File: src/wsfp_pkg.sv
`timescale 1ns / 1ps
// ----------------------------------------------------------------------------
// wsfp_pkg: shared types and constants of the WebSocket frame parser
// Parse phases, frame opcodes and kinds, and the command word that the
// header parser hands to the output stage.
// ----------------------------------------------------------------------------
package wsfp_pkg;

	// parser phases
	typedef enum logic [2:0] {
		PH_HDR0   = 3'd0,
		PH_HDR1   = 3'd1,
		PH_EXTLEN = 3'd2,
		PH_KEY    = 3'd3,
		PH_DATA   = 3'd4
	} phase_t;

	// frame opcodes
	localparam logic [3:0] OP_CONT  = 4'h0;
	localparam logic [3:0] OP_TEXT  = 4'h1;
	localparam logic [3:0] OP_BIN   = 4'h2;
	localparam logic [3:0] OP_CLOSE = 4'h8;
	localparam logic [3:0] OP_PING  = 4'h9;
	localparam logic [3:0] OP_PONG  = 4'hA;

	// frame kinds as reported on the output
	typedef enum logic [2:0] {
		KIND_TEXT    = 3'd0,
		KIND_BINARY  = 3'd1,
		KIND_PING    = 3'd2,
		KIND_PONG    = 3'd3,
		KIND_CLOSE   = 3'd4,
		KIND_UNKNOWN = 3'd5
	} kind_t;

	// 7-bit length codes
	localparam logic [6:0] LEN7_SHORT_MAX = 7'd125;
	localparam logic [6:0] LEN7_EXT16    = 7'd126;

	// header field byte counts
	localparam logic [3:0] EXT16_BYTES = 4'd2;
	localparam logic [3:0] EXT64_BYTES = 4'd8;
	localparam logic [3:0] KEY_BYTES   = 4'd4;

	// queue between parser and output stage
	localparam int QUEUE_DEPTH = 2;
	localparam int QPTR_W      = 1;

	// command word: one result item before unmasking
	typedef struct packed {
		logic [7:0] data;
		logic [7:0] key;
		logic       byte_valid;
		kind_t      kind;
		logic       last;
	} cmd_t;

	function automatic kind_t kind_of(input logic [3:0] op);
		kind_t k;
		case (op)
			OP_CONT, OP_TEXT: k = KIND_TEXT;
			OP_BIN:           k = KIND_BINARY;
			OP_PING:          k = KIND_PING;
			OP_PONG:          k = KIND_PONG;
			OP_CLOSE:         k = KIND_CLOSE;
			default:          k = KIND_UNKNOWN;
		endcase
		return k;
	endfunction

	function automatic logic is_event(input kind_t k);
		return (k != KIND_TEXT) && (k != KIND_BINARY);
	endfunction

endpackage

File: src/websocket_frame_parser_core.sv
`timescale 1ns / 1ps
// Path: a result reaches the master side through the command queue entry,
//   written at the edge that accepts the word that causes it, and then the
//   output register, loaded once it is empty or being taken downstream.
// Throughput: one word per cycle, sustained; the parser takes a word in every
//   cycle while the two-entry command queue has room.
// Reset: arst_n clears the parser to wait for a first header byte and empties
//   the queue and output register; no initialization pass is needed.
// ----------------------------------------------------------------------------
// websocket_frame_parser_core: WebSocket frame deframer
// Parses header, extended length and mask key, unmasks data payload words and
// reports control and unknown frames as single events.
// ----------------------------------------------------------------------------
module websocket_frame_parser_core #(
	parameter int LENGTH_BITS = 64
) (
	input  logic       clk,
	input  logic       arst_n,
	input  logic       s_axis_tvalid,
	output logic       s_axis_tready,
	input  logic [7:0] s_axis_tdata,   // [7:0] in_byte
	output logic       m_axis_tvalid,
	input  logic       m_axis_tready,
	output logic [7:0] m_axis_tdata,   // [7:0] out_byte
	output logic [3:0] m_axis_tuser,   // [0] byte_valid, [3:1] frame_kind
	output logic       m_axis_tlast    // frame_last
);
	import wsfp_pkg::*;

	logic accept;
	logic push;
	cmd_t push_cmd;
	logic full;
	logic pop;
	logic head_valid;
	cmd_t head_cmd;
	logic byte_valid;
	logic [2:0] frame_kind;

	// accept a word whenever the queue has room
	assign s_axis_tready = !full;
	assign accept        = s_axis_tvalid && s_axis_tready;

	wsfp_front #(
		.LENGTH_BITS(LENGTH_BITS)
	) u_front (
		.clk     (clk),
		.arst_n  (arst_n),
		.accept  (accept),
		.in_byte (s_axis_tdata),
		.push    (push),
		.cmd     (push_cmd)
	);

	wsfp_queue u_queue (
		.clk        (clk),
		.arst_n     (arst_n),
		.push       (push),
		.push_cmd   (push_cmd),
		.full       (full),
		.pop        (pop),
		.head_valid (head_valid),
		.head_cmd   (head_cmd)
	);

	wsfp_back u_back (
		.clk        (clk),
		.arst_n     (arst_n),
		.head_valid (head_valid),
		.head_cmd   (head_cmd),
		.pop        (pop),
		.out_valid  (m_axis_tvalid),
		.out_ready  (m_axis_tready),
		.out_byte   (m_axis_tdata),
		.byte_valid (byte_valid),
		.frame_kind (frame_kind),
		.frame_last (m_axis_tlast)
	);

	// pack sideband fields
	assign m_axis_tuser = {frame_kind, byte_valid};

endmodule

File: src/wsfp_front.sv
`timescale 1ns / 1ps
// ----------------------------------------------------------------------------
// wsfp_front: header parser
// Walks the frame header, length and mask key one word at a time and issues
// one command per result item: payload words, events and empty frames.
// ----------------------------------------------------------------------------
module wsfp_front #(
	parameter int LENGTH_BITS = 64
) (
	input  logic              clk,
	input  logic              arst_n,
	input  logic              accept,
	input  logic [7:0]        in_byte,
	output logic              push,
	output wsfp_pkg::cmd_t    cmd
);
	import wsfp_pkg::*;

	phase_t                 phase_q, phase_d;
	logic [3:0]             opcode_q, opcode_d;
	logic                   mask_en_q, mask_en_d;
	logic [LENGTH_BITS-1:0] rem_q, rem_d;
	logic [3:0]             fld_q, fld_d;
	logic [31:0]            key_q, key_d;
	logic [1:0]             pos_q, pos_d;
	logic                   len_done;
	logic                   hdr_done;
	logic [6:0]             len7;
	logic [7:0]             key_byte;
	kind_t                  kind;

	assign kind = kind_of(opcode_q);
	assign len7 = in_byte[6:0];

	// pick the key byte for the current payload position
	always_comb begin
		case (pos_q)
			2'd0:    key_byte = key_q[31:24];
			2'd1:    key_byte = key_q[23:16];
			2'd2:    key_byte = key_q[15:8];
			default: key_byte = key_q[7:0];
		endcase
	end

	// next state and command
	always_comb begin
		phase_d   = phase_q;
		opcode_d  = opcode_q;
		mask_en_d = mask_en_q;
		rem_d     = rem_q;
		fld_d     = fld_q;
		key_d     = key_q;
		pos_d     = pos_q;
		len_done  = 1'b0;
		hdr_done  = 1'b0;
		push      = 1'b0;
		cmd       = '0;
		cmd.kind  = kind;

		if (accept) begin
			case (phase_q)
				PH_HDR1: begin
					mask_en_d = in_byte[7];
					if (len7 <= LEN7_SHORT_MAX) begin
						rem_d    = LENGTH_BITS'(len7);
						len_done = 1'b1;
					end else begin
						rem_d   = '0;
						fld_d   = (len7 == LEN7_EXT16) ? EXT16_BYTES : EXT64_BYTES;
						phase_d = PH_EXTLEN;
					end
				end
				PH_EXTLEN: begin
					rem_d = {rem_q[LENGTH_BITS-9:0], in_byte};
					fld_d = fld_q - 4'd1;
					if (fld_d == 4'd0) begin
						len_done = 1'b1;
					end
				end
				PH_KEY: begin
					key_d = {key_q[23:0], in_byte};
					fld_d = fld_q - 4'd1;
					if (fld_d == 4'd0) begin
						hdr_done = 1'b1;
					end
				end
				PH_DATA: begin
					pos_d = pos_q + 2'd1;
					rem_d = rem_q - LENGTH_BITS'(1);
					if (rem_d == '0) begin
						phase_d = PH_HDR0;
					end
					if (!is_event(kind)) begin
						push           = 1'b1;
						cmd.data       = in_byte;
						cmd.key        = mask_en_q ? key_byte : 8'd0;
						cmd.byte_valid = 1'b1;
						cmd.last       = (rem_d == '0);
					end
				end
				default: begin
					opcode_d  = in_byte[3:0];
					mask_en_d = 1'b0;
					rem_d     = '0;
					fld_d     = 4'd0;
					pos_d     = 2'd0;
					phase_d   = PH_HDR1;
				end
			endcase

			// length complete: collect the key or finish the header
			if (len_done) begin
				if (mask_en_d) begin
					phase_d = PH_KEY;
					fld_d   = KEY_BYTES;
					key_d   = '0;
				end else begin
					hdr_done = 1'b1;
				end
			end

			// header complete: enter the payload or close the frame
			if (hdr_done) begin
				pos_d   = 2'd0;
				phase_d = (rem_d == '0) ? PH_HDR0 : PH_DATA;
				if (is_event(kind) || rem_d == '0) begin
					push     = 1'b1;
					cmd.last = 1'b1;
				end
			end
		end
	end

	// state registers
	always_ff @(posedge clk or negedge arst_n) begin
		if (!arst_n) begin
			phase_q   <= PH_HDR0;
			opcode_q  <= 4'd0;
			mask_en_q <= 1'b0;
			rem_q     <= '0;
			fld_q     <= 4'd0;
			key_q     <= '0;
			pos_q     <= 2'd0;
		end else begin
			phase_q   <= phase_d;
			opcode_q  <= opcode_d;
			mask_en_q <= mask_en_d;
			rem_q     <= rem_d;
			fld_q     <= fld_d;
			key_q     <= key_d;
			pos_q     <= pos_d;
		end
	end

`ifndef NO_ASSERTIONS
	a_push_on_accept: assert property (@(posedge clk) disable iff (!arst_n)
		push |-> accept)
		else $error("command issued without an accepted word");
	a_data_nonempty: assert property (@(posedge clk) disable iff (!arst_n)
		(phase_q == PH_DATA) |-> (rem_q != '0))
		else $error("payload phase with no bytes remaining");
	a_key_count: assert property (@(posedge clk) disable iff (!arst_n)
		(phase_q == PH_KEY) |-> (fld_q != 4'd0 && fld_q <= KEY_BYTES))
		else $error("key byte count out of range");
`endif

endmodule

File: src/wsfp_queue.sv
`timescale 1ns / 1ps
// ----------------------------------------------------------------------------
// wsfp_queue: command queue
// Short register FIFO between the header parser and the output stage.
// ----------------------------------------------------------------------------
module wsfp_queue (
	input  logic           clk,
	input  logic           arst_n,
	input  logic           push,
	input  wsfp_pkg::cmd_t push_cmd,
	output logic           full,
	input  logic           pop,
	output logic           head_valid,
	output wsfp_pkg::cmd_t head_cmd
);
	import wsfp_pkg::*;

	cmd_t              mem_q [QUEUE_DEPTH];
	logic [QPTR_W-1:0] wr_ptr_q;
	logic [QPTR_W-1:0] rd_ptr_q;
	logic [QPTR_W:0]   cnt_q;

	assign full       = (cnt_q == (QPTR_W+1)'(QUEUE_DEPTH));
	assign head_valid = (cnt_q != '0);
	assign head_cmd   = mem_q[rd_ptr_q];

	// store pushed words
	always_ff @(posedge clk) begin
		if (push) begin
			mem_q[wr_ptr_q] <= push_cmd;
		end
	end

	// advance pointers and fill count
	always_ff @(posedge clk or negedge arst_n) begin
		if (!arst_n) begin
			wr_ptr_q <= '0;
			rd_ptr_q <= '0;
			cnt_q    <= '0;
		end else begin
			if (push) begin
				wr_ptr_q <= wr_ptr_q + 1'b1;
			end
			if (pop) begin
				rd_ptr_q <= rd_ptr_q + 1'b1;
			end
			case ({push, pop})
				2'b10:   cnt_q <= cnt_q + (QPTR_W+1)'(1);
				2'b01:   cnt_q <= cnt_q - (QPTR_W+1)'(1);
				default: cnt_q <= cnt_q;
			endcase
		end
	end

endmodule

File: src/wsfp_back.sv
`timescale 1ns / 1ps
// ----------------------------------------------------------------------------
// wsfp_back: output stage
// Takes commands from the queue, unmasks payload words and holds each
// result in an output register until the downstream side takes it.
// ----------------------------------------------------------------------------
module wsfp_back (
	input  logic           clk,
	input  logic           arst_n,
	input  logic           head_valid,
	input  wsfp_pkg::cmd_t head_cmd,
	output logic           pop,
	output logic           out_valid,
	input  logic           out_ready,
	output logic [7:0]     out_byte,
	output logic           byte_valid,
	output logic [2:0]     frame_kind,
	output logic           frame_last
);
	import wsfp_pkg::*;

	logic       valid_q;
	logic [7:0] byte_q;
	logic       bvalid_q;
	kind_t      kind_q;
	logic       last_q;

	assign pop        = head_valid && (!valid_q || out_ready);
	assign out_valid  = valid_q;
	assign out_byte   = byte_q;
	assign byte_valid = bvalid_q;
	assign frame_kind = kind_q;
	assign frame_last = last_q;

	// output valid flag
	always_ff @(posedge clk or negedge arst_n) begin
		if (!arst_n) begin
			valid_q <= 1'b0;
		end else if (pop) begin
			valid_q <= 1'b1;
		end else if (out_ready) begin
			valid_q <= 1'b0;
		end
	end

	// load and unmask the next result
	always_ff @(posedge clk) begin
		if (pop) begin
			byte_q   <= head_cmd.data ^ head_cmd.key;
			bvalid_q <= head_cmd.byte_valid;
			kind_q   <= head_cmd.kind;
			last_q   <= head_cmd.last;
		end
	end

`ifndef NO_ASSERTIONS
	a_empty_byte_zero: assert property (@(posedge clk) disable iff (!arst_n)
		(valid_q && !bvalid_q) |-> (byte_q == 8'd0))
		else $error("result without payload carries a nonzero byte");
	a_event_last: assert property (@(posedge clk) disable iff (!arst_n)
		(valid_q && is_event(kind_q)) |-> (last_q && !bvalid_q))
		else $error("event result not a single final word");
	a_no_pop_when_blocked: assert property (@(posedge clk) disable iff (!arst_n)
		(valid_q && !out_ready) |-> !pop)
		else $error("queue popped while output register is held");
`endif

endmodule
File: config.mk
export PLATFORM = sky130hd
export DESIGN_NAME = websocket_frame_parser_core
export DESIGN_NICKNAME = d
export VERILOG_FILES = /design/src/wsfp_pkg.sv /design/src/websocket_frame_parser_core.sv /design/src/wsfp_front.sv /design/src/wsfp_queue.sv /design/src/wsfp_back.sv
export SDC_FILE = /design/constraint.sdc
export NUM_CORES = 1
export LEC_CHECK = 0
export BUFFER_PORTS_ARGS = -buffer_cell sky130_fd_sc_hd__clkbuf_2
export CAP_MARGIN = 20
export CORE_MARGIN = 2
export CORE_UTILIZATION = 33
export CTS_BUF_LIST = sky130_fd_sc_hd__clkbuf_4 sky130_fd_sc_hd__clkbuf_8
export DETAILED_ROUTE_END_ITERATION = 10
export GPL_TIMING_DRIVEN = 0
export HOLD_SLACK_MARGIN = 0.06
export PLACE_DENSITY = 0.49
export SYNTH_ARGS = -nofsm -noshare
export SYNTH_HDL_FRONTEND = slang
export SYNTH_SLANG_ARGS = --single-unit
File: constraint.sdc
create_clock -name clk -period 5.5 [get_ports clk]
set_input_delay 0.275 -clock clk [delete_from_list [all_inputs] [get_ports clk]]
set_output_delay 0.275 -clock clk [all_outputs]
set_load 0.01 [all_outputs]
# --- After elaboration in Yosys (flattened, before gate mapping) ---
# Memories as Yosys holds them, arrays and structs flattened.
# Cells that the tools add are included.
classes:
  order_cmp: 1
  n_reduce_logical: 23
  n_bitwise: 2
  muxes: 51
  n_eq_ne: 17
  addsub: 7
ops:
  columns: ["operator", "n"]
  rows:
  - ["$pmux W64 S4", 1]
  - ["$logic_not A64 Y1", 2]
  - ["$mux W32", 3]
  - ["$mux W64", 1]
  - ["$sub A64 B1 Y64 const B", 1]
  - ["$mux W17", 3]
  - ["$pmux W8 S3", 1]
  - ["$mux W1", 22]
  - ["$mux W3", 6]
  - ["$mux W4", 4]
  - ["$pmux W3 S5", 1]
  - ["$eq A4 B4 Y1 const B", 3]
  - ["$pmux W4 S3", 1]
  - ["$pmux W3 S3", 1]
  - ["$logic_not A4 Y1", 2]
  - ["$mux W8", 1]
  - ["$pmux W2 S2", 2]
  - ["$xor A8 B8 Y8", 1]
  - ["$eq A7 B7 Y1 const B", 1]
  - ["$le A7 B7 Y1 const B", 1]
  - ["$mux W7", 1]
  - ["$eq A2 B2 Y1 const B", 3]
  - ["$eq A3 B2 Y1 const B", 2]
  - ["$reduce_bool A2 Y1", 3]
  - ["other kinds (23)", 34]
totals:
  input_bits: 12
  memories: 1
  mem_bits_rw: 42
  elab_cells: 117
  output_inout_bits: 15
  reg_bits: 128
mem_list:
  columns: ["name", "words", "width", "read_ports", "rd_clocked_by_memory_dff", "write_ports", "line_no", "text"]
  rows:
  - ["u_queue.mem_q", 2, 21, 1, 0, 1, "wsfp_queue.sv:18", "cmd_t mem_q [QUEUE_DEPTH];"]

# --- Depth between registers and ports, before layout ---
depth:
  ltp_word: 12
  depth_mapped: 19
  ltp_nobuf: 16

# --- By module ---
# Synthesis repeated with hierarchy kept, for this count alone.
unflattened:
  cells_unflattened: 1151
  hier_area_um2: 10770.3
by_module_without_submodules:
  columns: ["module", "cells_per_inst", "instances", "seq_area_each_um2", "area_each_um2"]
  rows:
  - ["wsfp_front", 1042, 1, 2752.6, 8539.4]
  - ["wsfp_queue", 81, 1, 1361.3, 1709.1]
  - ["wsfp_back", 25, 1, 415.4, 504.2]
  - ["websocket_frame_parser_core", 3, 1, 0.0, 17.5]

# --- Worst setup path before layout ---
# Ideal clock, no wire load.
synth_path:
  path_type: "flip-flop to flip-flop"
  from: "reg u_front.rem_q[0]"
  to: "mem u_queue.mem_q[0][0] (netlist name), enable pin"
  setup_ns: 0.401
  path_buffers: 3
  required_ns: 5.099
  stages_incl_launch_ff: 16
  slack_ns: 0.746
  synth_period_minus_slack_ns: 4.754
  t_arrival_ns: 4.352
  cell_sequence: "dfrtp_1 > clkbuf_1 > inv_1 > ha_1 > or3b_2 > buf_2 > or4_4 > buf_6 > o211ai_2 > o211ai_2 > a2111oi_2 > nand4_1 > nor4b_2 > nand4_2 > o21ai_2 > nor2b_1"
synth_via:
  elab_chain_len: 10
synth_rtl:
  columns: ["item", "line_no", "text"]
  rows:
  - ["start, declared", "wsfp_front.sv:22", "logic [LENGTH_BITS-1:0] rem_q, rem_d;"]
  - ["start signal, assigned", "wsfp_front.sv:148", "rem_q <= rem_d;"]
  - ["$sub A64 B1 Y64", "wsfp_front.sv:89", "rem_d = rem_q - LENGTH_BITS'(1);"]
  - ["$pmux W64 S4 (*)", "wsfp_front.sv:61", "case (phase_q)"]
  - ["$mux W64 (*)", "wsfp_front.sv:60", "if (accept) begin"]
  - ["$logic_not A64 Y1 (*)", "wsfp_front.sv:126", "if (is_event(kind) || rem_d == '0) begin"]
  - ["$logic_or A1 B1 Y1 (*)", "wsfp_front.sv:126", null]
  - ["$mux W1 (*)", "wsfp_front.sv:126", null]
  - ["$mux W1 (*)", "wsfp_front.sv:123", "if (hdr_done) begin"]
  - ["$mux W1 (*)", "wsfp_front.sv:60", null]
  - ["$mux W1 (*)", "wsfp_queue.sv:29", "if (push) begin"]
  - ["$mux W1 (not written as such) (*)", "wsfp_queue.sv:30", "mem_q[wr_ptr_q] <= push_cmd;"]
  - ["end, declared", "wsfp_queue.sv:18", null]
# Every way passes the cells marked *; elsewhere a longest branch is shown, timed or not. The select of a mux whose other input is x is not followed.

# --- Worst setup path in the final report ---
layout_path:
  from: "reg u_front.rem_q[0]"
  to: "mem u_queue.mem_q[0][16] (netlist name), enable pin"
# The elaborated chain is that of the path after synthesis.

==> metrics.txt <==
status=completed; VDD IR max=207 µV; Worst-Margin Slew=1140 ps; drt via density=6.13; total negative slack=0 ps; drt first pass iters=5; Post-Synthesis Cell Area=11200 µm²; dpl hpwl=35.5 mm; R2R Path End=u_queue.mem_q[0][16]; Yosys cell types=82; nets=1402; finished layout cell area=12600 µm²; Die Y=189 µm; Final Max Slew Viols=0; IO Port Bufs=26; full die area=35500 µm²; Yosys reg bits=170; WP data arrival=5530 ps; Longest Clk Path Bufs=2; initial antenna violation count=0; R2R setup slack=200 ps; Root Buffer=clkbuf_8; Ports=27; clock sink count=170; H-tree depth=4; antenna-violating nets left=0; Fmax achieved=189 MHz; crit path from=u_front.rem_q[0]; proportion of layout cells with a drive suffix above 1=0.110; Placeable Area=33500 µm²; pre-CTS WS=-657 ps; Hold WC Path Type=input pin to register; Die Wd=189 µm; Avg Synthesized Cell Area=8.49 µm²; row count=67; syn_nets=1344; starting density of the core=0.335; Seq/Total Area, Yosys=0.403; All-Layer GR Usage=0.274; Leak=4.91 nW; largest net degree at the start of global routing=78; max_slew headroom=0.231; Area Overhead vs Synth=11.8%; CTS tree=yes; pwr dens=606 nW/µm²; routed wire length=48.5 mm; Final Hold Vio Count=0; Reg2Reg Depth=14; Layout fillers=3575; Setup crit start kind=register; Data required, critical path=5730 ps; Post-synth EDFFs=55; GP Congestion=0.968; period utilization=0.963; crit-path max FO=8; worst-skew pair later-pin latency=530 ps; GRT overflow=0; fin crit period=5300 ps; final worst slack=203 ps; Post-Synthesis Cells=1323; Critical Path Sink Type=register; CTS buffer count=17; Synth warnings=0; top_reg_cell synth=dfrtp_1; global-route wire length before repair=72.0 mm; DR DRC count=0; Placed Area=12000 µm²; DR vias=11300; final setup fails=0; clock skew after layout=29.2 ps; Starting DRT DRC Count=1476; reg-to-reg startpoint=u_front.rem_q[0]; Worst Setup EP=u_queue.mem_q[0][16]; post-DR wirelength/cell=26.3 µm; number of global-route vias before repair=10800; Setup CP Type=register to register; Clock Pin Slew Worst Setup and Hold Paths=100 ps; Max-cap violations=0; FFs w/ async S/R, synth=0.676; RSZ-0062 raised after global routing=no
==> layout by cell type, fill, tap and decap left out, types with 25 or more instances in the layout <==
master,n
nor4_1,45
nand2_1,203
xnor2_1,37
clkbuf_1,94
xor2_1,25
a21oi_1,87
edfxtp_1,55
mux2i_1,27
clkbuf_2,29
o21ai_0,89
nor3_1,48
dfrtp_1,115
nor2_1,107
==> stage by stage <==
stage / hold slack, ps / std cells / total power, W / utilization
final: 79.7 / 1843 / 0.00761 / 0.375
after CTS: 60.3 / 1836 / 0.00739 / 0.372
after detailed placement: 217 / 1800 / 0.00642 / 0.358
after floorplan: -20.6 / 1323 / 0.00479 / -
after global placement: 471 / 1797 / 0.00643 / 0.356
after global routing: 76.2 / 1842 / 0.00798 / 0.375
==> cell usage after synthesis, drive strengths merged (11+ instances only) <==
library cell	n	area share
edfxtp	55	0.15
o211ai	14	0.010
clkbuf	98	0.033
mux2	17	0.017
or2	11	0.0061
and2	17	0.0095
buf	29	0.014
xnor2	37	0.029
dfrtp	115	0.26
a31oi	17	0.0095
o21ai	90	0.040
nand2	204	0.068
nand3	18	0.0080
xor2	25	0.019
nor2	108	0.036
inv	19	0.0063
or4	29	0.021
nand4	22	0.013
mux2i	27	0.024
a21oi	88	0.039
o31ai	11	0.0073
nor3	51	0.023
nor4	54	0.036
a22oi	13	0.0087
==> timing repair <==
action | CTS | global route
gates cloned | 0 | 0
pin swaps | 1 | 0
hold endpoints to repair | 40 | 0
resized for setup | 6 | 16
endpoints found under the setup margin | 44 | 47
hold buffers | 2 | 0
setup buffers | 2 | 5
==> state kept, by name, summed over array words and instances (netlist names) <==
signal / flops
u_front.key_q: 32
u_front.rem_q: 64
u_back.out_byte: 8
u_back.out_valid: 1
u_back.frame_kind: 3
u_queue.wr_ptr_q: 1
u_front.phase_q: 3
u_queue.rd_ptr_q: 1
u_queue.cnt_q: 2
u_queue.mem_q: 42
u_front.pos_q: 2
u_back.frame_last: 1
u_front.opcode_q: 4
u_front.mask_en_q: 1
u_back.byte_valid: 1
u_front.fld_q: 4
==> kinds of logic after synthesis <==
kind of cell    after synthesis  synth area share
compound gates              317             0.181
xor+xnor                     62            0.0483
fa+ha+maj                     9            0.0100
buf+inv                     146            0.0532
flops                       170             0.403
mux                          44            0.0411
simple gates                575             0.263
==> critical path: stages, from the launching register on <==
cell      delay (ps)
dfrtp_1          390
clkbuf_1         250
inv_1            180
ha_1             310
nor3b_4          460
nand2_1          150
or4_1            710
o41a_1           500
nor4_2           380
a31oi_1          260
nor4b_4          410
nand4_2          230
o21ai_2          300
nor2b_4          280
buf_4            190
==> report_power, final <==
| group | total, W | internal (W) | switching, W |
|---|---|---|---|
| combinational | 0.00471 | 0.00144 | 0.00328 |
| clock | 0.000912 | 0.000340 | 0.000572 |
| sequential | 0.00198 | 0.00170 | 0.000286 |
==> final cells by class <==
cell class	count	area, µm²	area share
sequential	170	4530	0.361
antenna	1	2.50	0.000199
multi-input combinational	1007	6190	0.493
clock buffer	17	234	0.0186
buffer	127	538	0.0428
timing repair buffer	39	277	0.0220
clock inverter	15	158	0.0126
inverter	19	71.3	0.00568
tap	448	561	0.0446
==> worst min-delay path by stage <==
stage	slack, ps	from	depth (start not counted)	end
final	80	s_axis_tdata[5]	3	u_front.key_q[5]
after global routing	80	s_axis_tdata[2]	3	u_front.key_q[2]
after CTS	60	s_axis_tdata[5]	3	u_front.key_q[5]
after detailed placement	220	arst_n	1	u_front.rem_q[33]
after global placement	470	u_queue.wr_ptr_q	1	u_queue.wr_ptr_q
after floorplan	-20	arst_n	0	u_back.out_valid
==> routing by layer <==
metal,part of all wire,GRT usage
met5,0,0
met4,0.041,0.112
met3,0.099,0.0656
met2,0.42,0.404
met1,0.44,0.385
No activity file was read; power rests on OpenSTA's default activity.
